<file path="src/rtl/core/tcfc_pkg.sv">
// shared types and constants of the touch coordinate filter and calibration block
package tcfc_pkg;

  localparam int FILTER_DEPTH = 3;
  localparam int COORD_W      = 12;
  localparam int IDX_W        = (FILTER_DEPTH > 1) ? $clog2(FILTER_DEPTH) : 1;
  localparam int SUM_W        = COORD_W + $clog2(FILTER_DEPTH);
  localparam int RECIP_SH     = SUM_W + $clog2(FILTER_DEPTH);
  localparam int RECIP_W      = RECIP_SH + 1;
  localparam int PROD_W       = SUM_W + RECIP_W;
  localparam logic [RECIP_W-1:0] RECIP =
    RECIP_W'(((64'd1 << RECIP_SH) + FILTER_DEPTH - 1) / FILTER_DEPTH);

  localparam logic [COORD_W-1:0] COORD_MAX      = 12'hFFF;
  localparam logic [3:0]         KEYBOARD_SHIFT = 4'd10;

  localparam int CFG_IDX_W  = 3;
  localparam int CFG_DATA_W = 16;

  typedef enum logic [CFG_IDX_W-1:0] {
    CFG_DISPLAY_WIDTH  = 3'd0,
    CFG_DISPLAY_HEIGHT = 3'd1,
    CFG_SCALE_X        = 3'd2,
    CFG_SCALE_Y        = 3'd3,
    CFG_OFFSET_X       = 3'd4,
    CFG_OFFSET_Y       = 3'd5,
    CFG_BYPASS_CAL     = 3'd6,
    CFG_KEYBOARD_SHIFT = 3'd7
  } cfg_idx_e;

  typedef struct packed {
    logic       report_valid;
    logic [7:0] finger_count;
    logic [7:0] x_high_byte;
    logic [7:0] x_low_byte;
    logic [7:0] y_high_byte;
    logic [7:0] y_low_byte;
  } in_t;

  typedef struct packed {
    logic               pressed;
    logic               new_press;
    logic [COORD_W-1:0] point_x;
    logic [COORD_W-1:0] point_y;
  } out_t;

  typedef struct packed {
    logic [COORD_W-1:0]        lim_x;
    logic [COORD_W-1:0]        lim_y;
    logic [15:0]               scale_x;
    logic [15:0]               scale_y;
    logic signed [COORD_W-1:0] offset_x;
    logic signed [COORD_W-1:0] offset_y;
    logic                      bypass_cal;
    logic                      keyboard_shift;
  } cfg_t;

  typedef struct packed {
    logic               pressed;
    logic               new_press;
    logic [COORD_W-1:0] pos_x;
    logic [COORD_W-1:0] pos_y;
  } filt_t;

endpackage

</file>
<file path="src/rtl/core/touch_coordinate_filter_calibrate.sv">
// top level of the touch coordinate filter and calibration block
//
// input channel: in_valid_i / in_stall_o carry one touch report per beat
// (valid flag, finger count, four coordinate bytes); output channel:
// out_valid_o / out_stall_i carry one result per report (pressed, new
// press, calibrated x and y). a beat moves when valid is high and stall low.
// config port: cfg_valid_i / cfg_ready_o with a 3-bit register index and
// 16-bit data; ready is always high, write only while the block is idle.
// pipeline: input register, filter stage (decode, clamp, 3-sample average
// through a reciprocal multiply), calibration stage (one 12x16 multiply per
// axis, offset add, saturation) into the result register. one report per
// cycle is taken while the receiver does not stall.
// when the receiver stalls the whole pipeline holds and in_stall_o rises
// in the same cycle, so nothing is lost or repeated.
// reset clears the pipeline valids, filter and touch state, and loads the
// register defaults (240 x 240 display, unity gain, zero offset).
module touch_coordinate_filter_calibrate (
  input  logic                            clk_i,
  input  logic                            rst_ni,
  input  logic                            in_valid_i,
  output logic                            in_stall_o,
  input  tcfc_pkg::in_t                   in_data_i,
  output logic                            out_valid_o,
  input  logic                            out_stall_i,
  output tcfc_pkg::out_t                  out_data_o,
  input  logic                            cfg_valid_i,
  output logic                            cfg_ready_o,
  input  tcfc_pkg::cfg_idx_e              cfg_index_i,
  input  logic [tcfc_pkg::CFG_DATA_W-1:0] cfg_data_i
);
  import tcfc_pkg::*;

  cfg_t  cfg;
  filt_t mid;
  logic  mid_valid;
  logic  adv;
  logic  in_acc;

  // pipeline moves unless a result is held by the receiver
  assign adv        = ~(out_valid_o & out_stall_i);
  assign in_stall_o = ~adv;
  assign in_acc     = in_valid_i & adv;

  tcfc_cfg_regs u_cfg (
    .clk_i       (clk_i),
    .rst_ni      (rst_ni),
    .cfg_valid_i (cfg_valid_i),
    .cfg_ready_o (cfg_ready_o),
    .cfg_index_i (cfg_index_i),
    .cfg_data_i  (cfg_data_i),
    .cfg_o       (cfg)
  );

  tcfc_filter u_filter (
    .clk_i       (clk_i),
    .rst_ni      (rst_ni),
    .adv_i       (adv),
    .in_acc_i    (in_acc),
    .in_data_i   (in_data_i),
    .cfg_i       (cfg),
    .mid_valid_o (mid_valid),
    .mid_o       (mid)
  );

  tcfc_calib u_calib (
    .clk_i       (clk_i),
    .rst_ni      (rst_ni),
    .adv_i       (adv),
    .mid_valid_i (mid_valid),
    .mid_i       (mid),
    .cfg_i       (cfg),
    .out_valid_o (out_valid_o),
    .out_o       (out_data_o)
  );

endmodule

</file>
<file path="src/rtl/core/tcfc_cfg_regs.sv">
// configuration registers and derived display limits
module tcfc_cfg_regs (
  input  logic                          clk_i,
  input  logic                          rst_ni,
  input  logic                          cfg_valid_i,
  output logic                          cfg_ready_o,
  input  tcfc_pkg::cfg_idx_e            cfg_index_i,
  input  logic [tcfc_pkg::CFG_DATA_W-1:0] cfg_data_i,
  output tcfc_pkg::cfg_t                cfg_o
);
  import tcfc_pkg::*;

  logic [12:0]               width_q, height_q;
  logic [15:0]               scale_x_q, scale_y_q;
  logic signed [COORD_W-1:0] offset_x_q, offset_y_q;
  logic                      bypass_q, kbd_q;

  function automatic logic [COORD_W-1:0] dim_limit(input logic [12:0] dim);
    logic [12:0] m1;
    m1 = dim - 13'd1;
    if (dim == 13'd0) begin
      return '0;
    end else if (m1 > 13'(COORD_MAX)) begin
      return COORD_MAX;
    end else begin
      return m1[COORD_W-1:0];
    end
  endfunction

  assign cfg_ready_o = 1'b1;

  always_ff @(posedge clk_i or negedge rst_ni) begin
    if (!rst_ni) begin
      width_q    <= 13'd240;
      height_q   <= 13'd240;
      scale_x_q  <= 16'd4096;
      scale_y_q  <= 16'd4096;
      offset_x_q <= '0;
      offset_y_q <= '0;
      bypass_q   <= 1'b0;
      kbd_q      <= 1'b0;
    end else if (cfg_valid_i) begin
      case (cfg_index_i)
        CFG_DISPLAY_WIDTH:  width_q    <= cfg_data_i[12:0];
        CFG_DISPLAY_HEIGHT: height_q   <= cfg_data_i[12:0];
        CFG_SCALE_X:        scale_x_q  <= cfg_data_i;
        CFG_SCALE_Y:        scale_y_q  <= cfg_data_i;
        CFG_OFFSET_X:       offset_x_q <= cfg_data_i[COORD_W-1:0];
        CFG_OFFSET_Y:       offset_y_q <= cfg_data_i[COORD_W-1:0];
        CFG_BYPASS_CAL:     bypass_q   <= cfg_data_i[0];
        CFG_KEYBOARD_SHIFT: kbd_q      <= cfg_data_i[0];
        default: ;
      endcase
    end
  end

  always_comb begin
    cfg_o.lim_x          = dim_limit(width_q);
    cfg_o.lim_y          = dim_limit(height_q);
    cfg_o.scale_x        = scale_x_q;
    cfg_o.scale_y        = scale_y_q;
    cfg_o.offset_x       = offset_x_q;
    cfg_o.offset_y       = offset_y_q;
    cfg_o.bypass_cal     = bypass_q;
    cfg_o.keyboard_shift = kbd_q;
  end

endmodule

</file>
<file path="src/rtl/core/tcfc_filter.sv">
// input register, coordinate decode and moving average with touch state
module tcfc_filter (
  input  logic            clk_i,
  input  logic            rst_ni,
  input  logic            adv_i,
  input  logic            in_acc_i,
  input  tcfc_pkg::in_t   in_data_i,
  input  tcfc_pkg::cfg_t  cfg_i,
  output logic            mid_valid_o,
  output tcfc_pkg::filt_t mid_o
);
  import tcfc_pkg::*;

  in_t                in_q;
  logic               in_vld_q;
  logic [COORD_W-1:0] hist_x_q [FILTER_DEPTH];
  logic [COORD_W-1:0] hist_y_q [FILTER_DEPTH];
  logic [COORD_W-1:0] hist_x_d [FILTER_DEPTH];
  logic [COORD_W-1:0] hist_y_d [FILTER_DEPTH];
  logic [IDX_W-1:0]   fill_q, fill_d;
  logic               ready_q, ready_d;
  logic               active_q, active_d;
  logic               prev_q, prev_d;
  logic [COORD_W-1:0] filt_x_q, filt_x_d, filt_y_q, filt_y_d;
  logic [COORD_W-1:0] raw_x, raw_y, dec_x, dec_y;
  logic [SUM_W-1:0]   sum_x, sum_y;
  logic [PROD_W-1:0]  avg_px, avg_py;
  logic               step;
  filt_t              mid_q, mid_d;
  logic               mid_vld_q;

  assign step  = adv_i & in_vld_q;
  assign dec_x = {in_q.x_high_byte[3:0], in_q.x_low_byte};
  assign dec_y = {in_q.y_high_byte[3:0], in_q.y_low_byte};
  assign raw_x = (dec_x > cfg_i.lim_x) ? cfg_i.lim_x : dec_x;
  assign raw_y = (dec_y > cfg_i.lim_y) ? cfg_i.lim_y : dec_y;

  always_comb begin
    hist_x_d = hist_x_q;
    hist_y_d = hist_y_q;
    fill_d   = fill_q;
    active_d = active_q;
    sum_x    = '0;
    sum_y    = '0;
    if (in_q.report_valid) begin
      if (in_q.finger_count != 8'd0) begin
        hist_x_d[fill_q] = raw_x;
        hist_y_d[fill_q] = raw_y;
        fill_d = (fill_q == IDX_W'(FILTER_DEPTH - 1)) ? '0 : fill_q + IDX_W'(1);
        active_d = 1'b1;
      end else begin
        active_d = 1'b0;
        fill_d   = '0;
      end
    end
    for (int i = 0; i < FILTER_DEPTH; i++) begin
      sum_x = sum_x + SUM_W'(hist_x_d[i]);
      sum_y = sum_y + SUM_W'(hist_y_d[i]);
    end
  end

  // divide by depth through a reciprocal multiply
  assign avg_px = PROD_W'(sum_x) * PROD_W'(RECIP);
  assign avg_py = PROD_W'(sum_y) * PROD_W'(RECIP);

  always_comb begin
    ready_d  = ready_q;
    filt_x_d = filt_x_q;
    filt_y_d = filt_y_q;
    if (in_q.report_valid) begin
      if (in_q.finger_count != 8'd0) begin
        if (!ready_q) begin
          if (fill_d == '0) begin
            ready_d = 1'b1;
          end
          filt_x_d = raw_x;
          filt_y_d = raw_y;
        end else begin
          filt_x_d = avg_px[RECIP_SH +: COORD_W];
          filt_y_d = avg_py[RECIP_SH +: COORD_W];
        end
      end else begin
        ready_d = 1'b0;
      end
    end
  end

  always_comb begin
    prev_d          = active_d;
    mid_d.pressed   = active_d;
    mid_d.new_press = active_d & ~prev_q;
    mid_d.pos_x     = filt_x_d;
    mid_d.pos_y     = filt_y_d;
  end

  always_ff @(posedge clk_i or negedge rst_ni) begin
    if (!rst_ni) begin
      in_vld_q  <= 1'b0;
      mid_vld_q <= 1'b0;
      fill_q    <= '0;
      ready_q   <= 1'b0;
      active_q  <= 1'b0;
      prev_q    <= 1'b0;
      filt_x_q  <= '0;
      filt_y_q  <= '0;
    end else begin
      if (adv_i) begin
        in_vld_q  <= in_acc_i;
        mid_vld_q <= in_vld_q;
      end
      if (step) begin
        fill_q   <= fill_d;
        ready_q  <= ready_d;
        active_q <= active_d;
        prev_q   <= prev_d;
        filt_x_q <= filt_x_d;
        filt_y_q <= filt_y_d;
      end
    end
  end

  always_ff @(posedge clk_i) begin
    if (adv_i && in_acc_i) begin
      in_q <= in_data_i;
    end
    if (step) begin
      hist_x_q <= hist_x_d;
      hist_y_q <= hist_y_d;
      mid_q    <= mid_d;
    end
  end

  assign mid_valid_o = mid_vld_q;
  assign mid_o       = mid_q;

endmodule

</file>
<file path="src/rtl/core/tcfc_calib.sv">
// gain, offset and saturation of the filtered point into the result register
module tcfc_calib (
  input  logic            clk_i,
  input  logic            rst_ni,
  input  logic            adv_i,
  input  logic            mid_valid_i,
  input  tcfc_pkg::filt_t mid_i,
  input  tcfc_pkg::cfg_t  cfg_i,
  output logic            out_valid_o,
  output tcfc_pkg::out_t  out_o
);
  import tcfc_pkg::*;

  out_t out_q, out_d;
  logic out_vld_q;

  function automatic logic [COORD_W-1:0] cal_axis(
    input logic [COORD_W-1:0]        pos,
    input logic [15:0]               scale,
    input logic signed [COORD_W-1:0] off,
    input logic                      bypass,
    input logic                      extra,
    input logic [COORD_W-1:0]        lim
  );
    logic [27:0]        prod;
    logic signed [12:0] add;
    logic signed [29:0] v;
    logic [17:0]        q;
    prod = bypass ? {pos, 12'h000} : 28'(pos) * 28'(scale);
    add  = (bypass ? 13'sd0 : 13'(off)) + (extra ? 13'(KEYBOARD_SHIFT) : 13'sd0);
    v    = $signed({2'b00, prod}) + $signed({{5{add[12]}}, add, 12'h000});
    q    = v[29:12];
    if (v[29]) begin
      return '0;
    end else if (q > 18'(lim)) begin
      return lim;
    end else begin
      return q[COORD_W-1:0];
    end
  endfunction

  always_comb begin
    out_d.pressed   = mid_i.pressed;
    out_d.new_press = mid_i.new_press;
    out_d.point_x   = '0;
    out_d.point_y   = '0;
    if (mid_i.pressed) begin
      out_d.point_x = cal_axis(mid_i.pos_x, cfg_i.scale_x, cfg_i.offset_x,
                               cfg_i.bypass_cal, 1'b0, cfg_i.lim_x);
      out_d.point_y = cal_axis(mid_i.pos_y, cfg_i.scale_y, cfg_i.offset_y,
                               cfg_i.bypass_cal, cfg_i.keyboard_shift, cfg_i.lim_y);
    end
  end

  always_ff @(posedge clk_i or negedge rst_ni) begin
    if (!rst_ni) begin
      out_vld_q <= 1'b0;
    end else if (adv_i) begin
      out_vld_q <= mid_valid_i;
    end
  end

  always_ff @(posedge clk_i) begin
    if (adv_i && mid_valid_i) begin
      out_q <= out_d;
    end
  end

  assign out_valid_o = out_vld_q;
  assign out_o       = out_q;

endmodule
</file>
<file path="config.mk">
export PLATFORM = sky130hd
export DESIGN_NAME = touch_coordinate_filter_calibrate
export DESIGN_NICKNAME = d
export VERILOG_FILES = /design/src/rtl/core/tcfc_pkg.sv /design/src/rtl/core/touch_coordinate_filter_calibrate.sv /design/src/rtl/core/tcfc_cfg_regs.sv /design/src/rtl/core/tcfc_filter.sv /design/src/rtl/core/tcfc_calib.sv
export SDC_FILE = /design/constraint.sdc
export NUM_CORES = 2
export LEC_CHECK = 0
export BUFFER_PORTS_ARGS = -buffer_cell sky130_fd_sc_hd__buf_2
export CAP_MARGIN = 20
export CORE_MARGIN = 2
export CORE_UTILIZATION = 30
export DETAILED_ROUTE_END_ITERATION = 10
export PLACE_DENSITY_LB_ADDON = 0.12
export SLEW_MARGIN = 40
export SYNTH_ARGS = -nofsm -noshare
export SYNTH_HDL_FRONTEND = slang
export SYNTH_HIERARCHICAL = 1
export SYNTH_SLANG_ARGS = --single-unit
</file>
<file path="constraint.sdc">
create_clock -name clk_i -period 12.06 [get_ports clk_i]
set_input_delay 1.206 -clock clk_i [delete_from_list [all_inputs] [get_ports clk_i]]
set_output_delay 1.206 -clock clk_i [all_outputs]
set_load 0.1 [all_outputs]
</file>
==> flow_summary.yaml <==
status:
  status: "complete, no violations"
worst_setup_path:
  worst_setup_path_end_kind: "flip-flop"
  required_ns: 12.33
  slowest_delay_ns: 0.60
  worstPathMaxFanout: 7
  start_kind: "flip-flop"
  reg2reg_depth: 40
  cpMaxStageDelayCell: "or4_4"
  arrival_ns: 11.62
  worst-setup-path-type: "reg2reg"
route:
  drt_first_pass_iters: 5
  ant_nets: 0
  dr.first_iter.drc_count: 1300
  wirelength_um: 98300
  post-route-drc-count: 0
  via_per_inst: 4.71
  via_count: 25192
  detail_route.wl_per_cell_um: 18.4
place:
  portBuffers: 84
  hpwl_um: 78800
  pre_cts_slack_ns: 0.469
  place.gp.congestion: 0.840
logic_synthesis:
  syn_area_um2: 35100
  async_reset_ff_frac: 0.423
  ys_seq_elements: 272
  syn-num-nets: 4602
  synthCells: 3715
  synth_ff_type: "edfxtp_1"
  synth_seq_area_share: 0.217
  yosysWarningCount: 6
  syn_area_per_cell_um2: 9.44
  ys_types: 96
  synth_edf_count: 157
sta:
  skew_ns: 0.0298
  slew_viol_final: 0
  setup_ws_ns: 0.720
  relSlewSlack: 0.418
  tightest_slew_ns: 0.867
  fmax_ghz: 0.0882
  holdWs_ns: 0.411
  period_minus_slack_ns: 11.34
  hold_viol: 0
  post-route-period-util: 0.940
  setup_violations: 0
  rsz0062_at_grt: "no"
  fin_setup_tns_ns: 0
grt:
  grt_max_degree: 81
  antenna_found_initial: 8
  track_usage: 0.167
  grt_pass1_vias: 26544
  grt_pass1_wl_um: 157000
  overflow: 0
final_layout:
  nets: 4677
  layout-drive-gt1-share: 0.101
  area_growth_pct: 10.9
  utilization: 0.335
cts:
  clockBufferDepth: 3
  worstSkewPairLatency_ns: 0.57
  clkTransAtPathRegs_ns: 0.06
  numCtsBuffers: 37
  cts_num_sinks: 272
  tritoncts: "done"
  root_buffer: "clkbuf_16"
  htreeDepth: 2
min_path:
  hold_path_depth: 0
  worst_hold_path_type: "reg2reg"
floorplanning:
  fp-row-count: 125
  start_util: 0.302
  die_w_um: 346
  die-area_um2: 120000
  io_pins: 94
  core_area_um2: 116000
  fp.dieH_um: 346
job:
  max-cap-violations: 0
[final timing paths]
path	to	slack (ns)	start
min reg2reg	u_calib/out_o[24]$_DFFE_PP_	0.41	u_filter/mid_o[24]$_DFFE_PP_
min	u_calib/out_o[24]$_DFFE_PP_	0.41	u_filter/mid_o[24]$_DFFE_PP_
max reg2reg	u_filter/mid_o[22]$_DFFE_PP_	0.72	u_cfg/width_q[2]$_DFFE_PN0P_
max in group asynchronous	u_cfg/bypass_q$_DFFE_PN0P_	10.15	rst_ni
min in group asynchronous	u_calib/out_valid_o$_DFFE_PN0P_	0.63	rst_ni
max	u_filter/mid_o[22]$_DFFE_PP_	0.72	u_cfg/width_q[2]$_DFFE_PN0P_
[state kept, by name (all words and copies together) (netlist names)]
signal and cells:
u_calib/out_o 26, u_calib/out_valid_o 1, u_cfg/bypass_q 1, u_cfg/height_q 13
u_cfg/kbd_q 1, u_cfg/offset_x_q 12, u_cfg/offset_y_q 12, u_cfg/scale_x_q 16
u_cfg/scale_y_q 16, u_cfg/width_q 13, u_filter/dec_x 12, u_filter/dec_y 12
u_filter/fill_q 2, u_filter/filt_x_q 12, u_filter/filt_y_q 12, u_filter/hist_x_q 36
u_filter/hist_y_q 36, u_filter/in_q 9, u_filter/in_vld_q 1, u_filter/mid_o 26
u_filter/mid_valid_o 1, u_filter/prev_q 1, u_filter/ready_q 1
[metal layers]
metal | vias up | global-route usage | share of wire | wire (um)
met1 | 12469 | 0.237 | 0.49 | 48300
met2 | 305 | 0.278 | 0.46 | 45700
met3 | 78 | 0.0173 | 0.028 | 2760
met4 | 6 | 0.0293 | 0.015 | 1500
met5 | - | 0 | 0.00023 | 23
li1 | 12334 | - | - | -
[layout by cell type (no fill, tap or decap), drive strengths merged, types with 12 or more instances in the layout]
master	count
o21bai	25
nand2	477
buf	169
o21ai	161
nor2b	29
mux2	92
xor2	43
a21oi	115
xnor2	83
ha	414
o211ai	21
fa	408
nor2	124
or3	16
nor4	16
clkbuf	55
mux2i	46
dfrtp	105
inv	675
a21o	75
o221ai	12
edfxtp	157
o21a	50
nand3	47
and3	13
a31oi	13
a211oi	21
nand2b	15
nor3	41
nand4	23
and2	142
[cell families (layout without fill, tap and decap cells)]
family / count (synthesis) / count (layout) / synth area share
and+or+nand+nor: 978 / 978 / 0.132
adders and majority gates: 822 / 822 / 0.380
buffers and inverters: 805 / 909 / 0.0873
AOI/OAI and AO/OA: 573 / 573 / 0.109
DFF: 272 / 272 / 0.217
muxes: 138 / 138 / 0.0428
xor gates and xnor gates: 126 / 126 / 0.0319
other: 1 / 2 / 0.000107
[synthesized netlist by cell type, types with 7 or more instances]
library cell / count / area, um^2
inv_1: 671 / 2520
nand2_1: 477 / 1790
ha_1: 414 / 5180
fa_1: 408 / 8170
edfxtp_1: 157 / 4710
and2_1: 141 / 882
o21ai_0: 140 / 701
nor2_1: 124 / 465
a21oi_1: 111 / 556
clkbuf_1: 110 / 413
dfrtp_1: 105 / 2630
mux2_2: 91 / 1020
xnor2_1: 81 / 709
a21o_1: 75 / 563
o21a_1: 50 / 375
nand3_1: 47 / 235
mux2i_1: 46 / 460
xor2_1: 43 / 377
nor3_1: 40 / 200
nor2b_1: 28 / 175
o21bai_1: 25 / 188
nand4_1: 22 / 138
o211ai_1: 21 / 158
a211oi_1: 19 / 143
o21ai_1: 16 / 80.1
or3_1: 16 / 100
nand2b_1: 15 / 93.8
nor4_1: 14 / 87.6
and3_1: 13 / 81.3
buf_2: 12 / 60.1
o221ai_1: 12 / 105
a31oi_1: 11 / 68.8
dfstp_2: 10 / 263
nand4b_1: 8 / 70.1
o31ai_1: 8 / 60.1
a211o_1: 7 / 61.3
[area by class of cell]
type                       count  area (um^2)
sequential                   272         7610
inverter                     672         2520
fill                       12189        77100
clock inverter                13          129
multi-input combinational   2638        24500
antenna                        1         2.50
timing repair buffer         169         1100
tap                         1524         1910
clock buffer                  55         1150
[worst max-delay path: cells and delay by family, from the launching register on]
family	cells	cell delay, ns
xor+xnor	3	0.91
fa+ha+maj	10	3.83
buf+inv	8	0.91
simple gates	6	1.63
mux	2	0.85
flops	1	0.44
compound gates	11	2.49
[per-stage QoR]
step	cells	instance area, um^2
final	5344	38900
after floorplan	3715	35100
after detailed placement	5272	37600
after global routing	5343	38900
after CTS	5340	38800
after global placement	5265	37500
[repair_timing]
action                     CTS  global route
setup buffers                0             2
hold buffers                 0             0
setup endpoints to repair    0            18
gates resized for setup      0             9
Power is not shown: default switching activity piles up to over one toggle a cycle in this logic, so the estimate is an artifact.
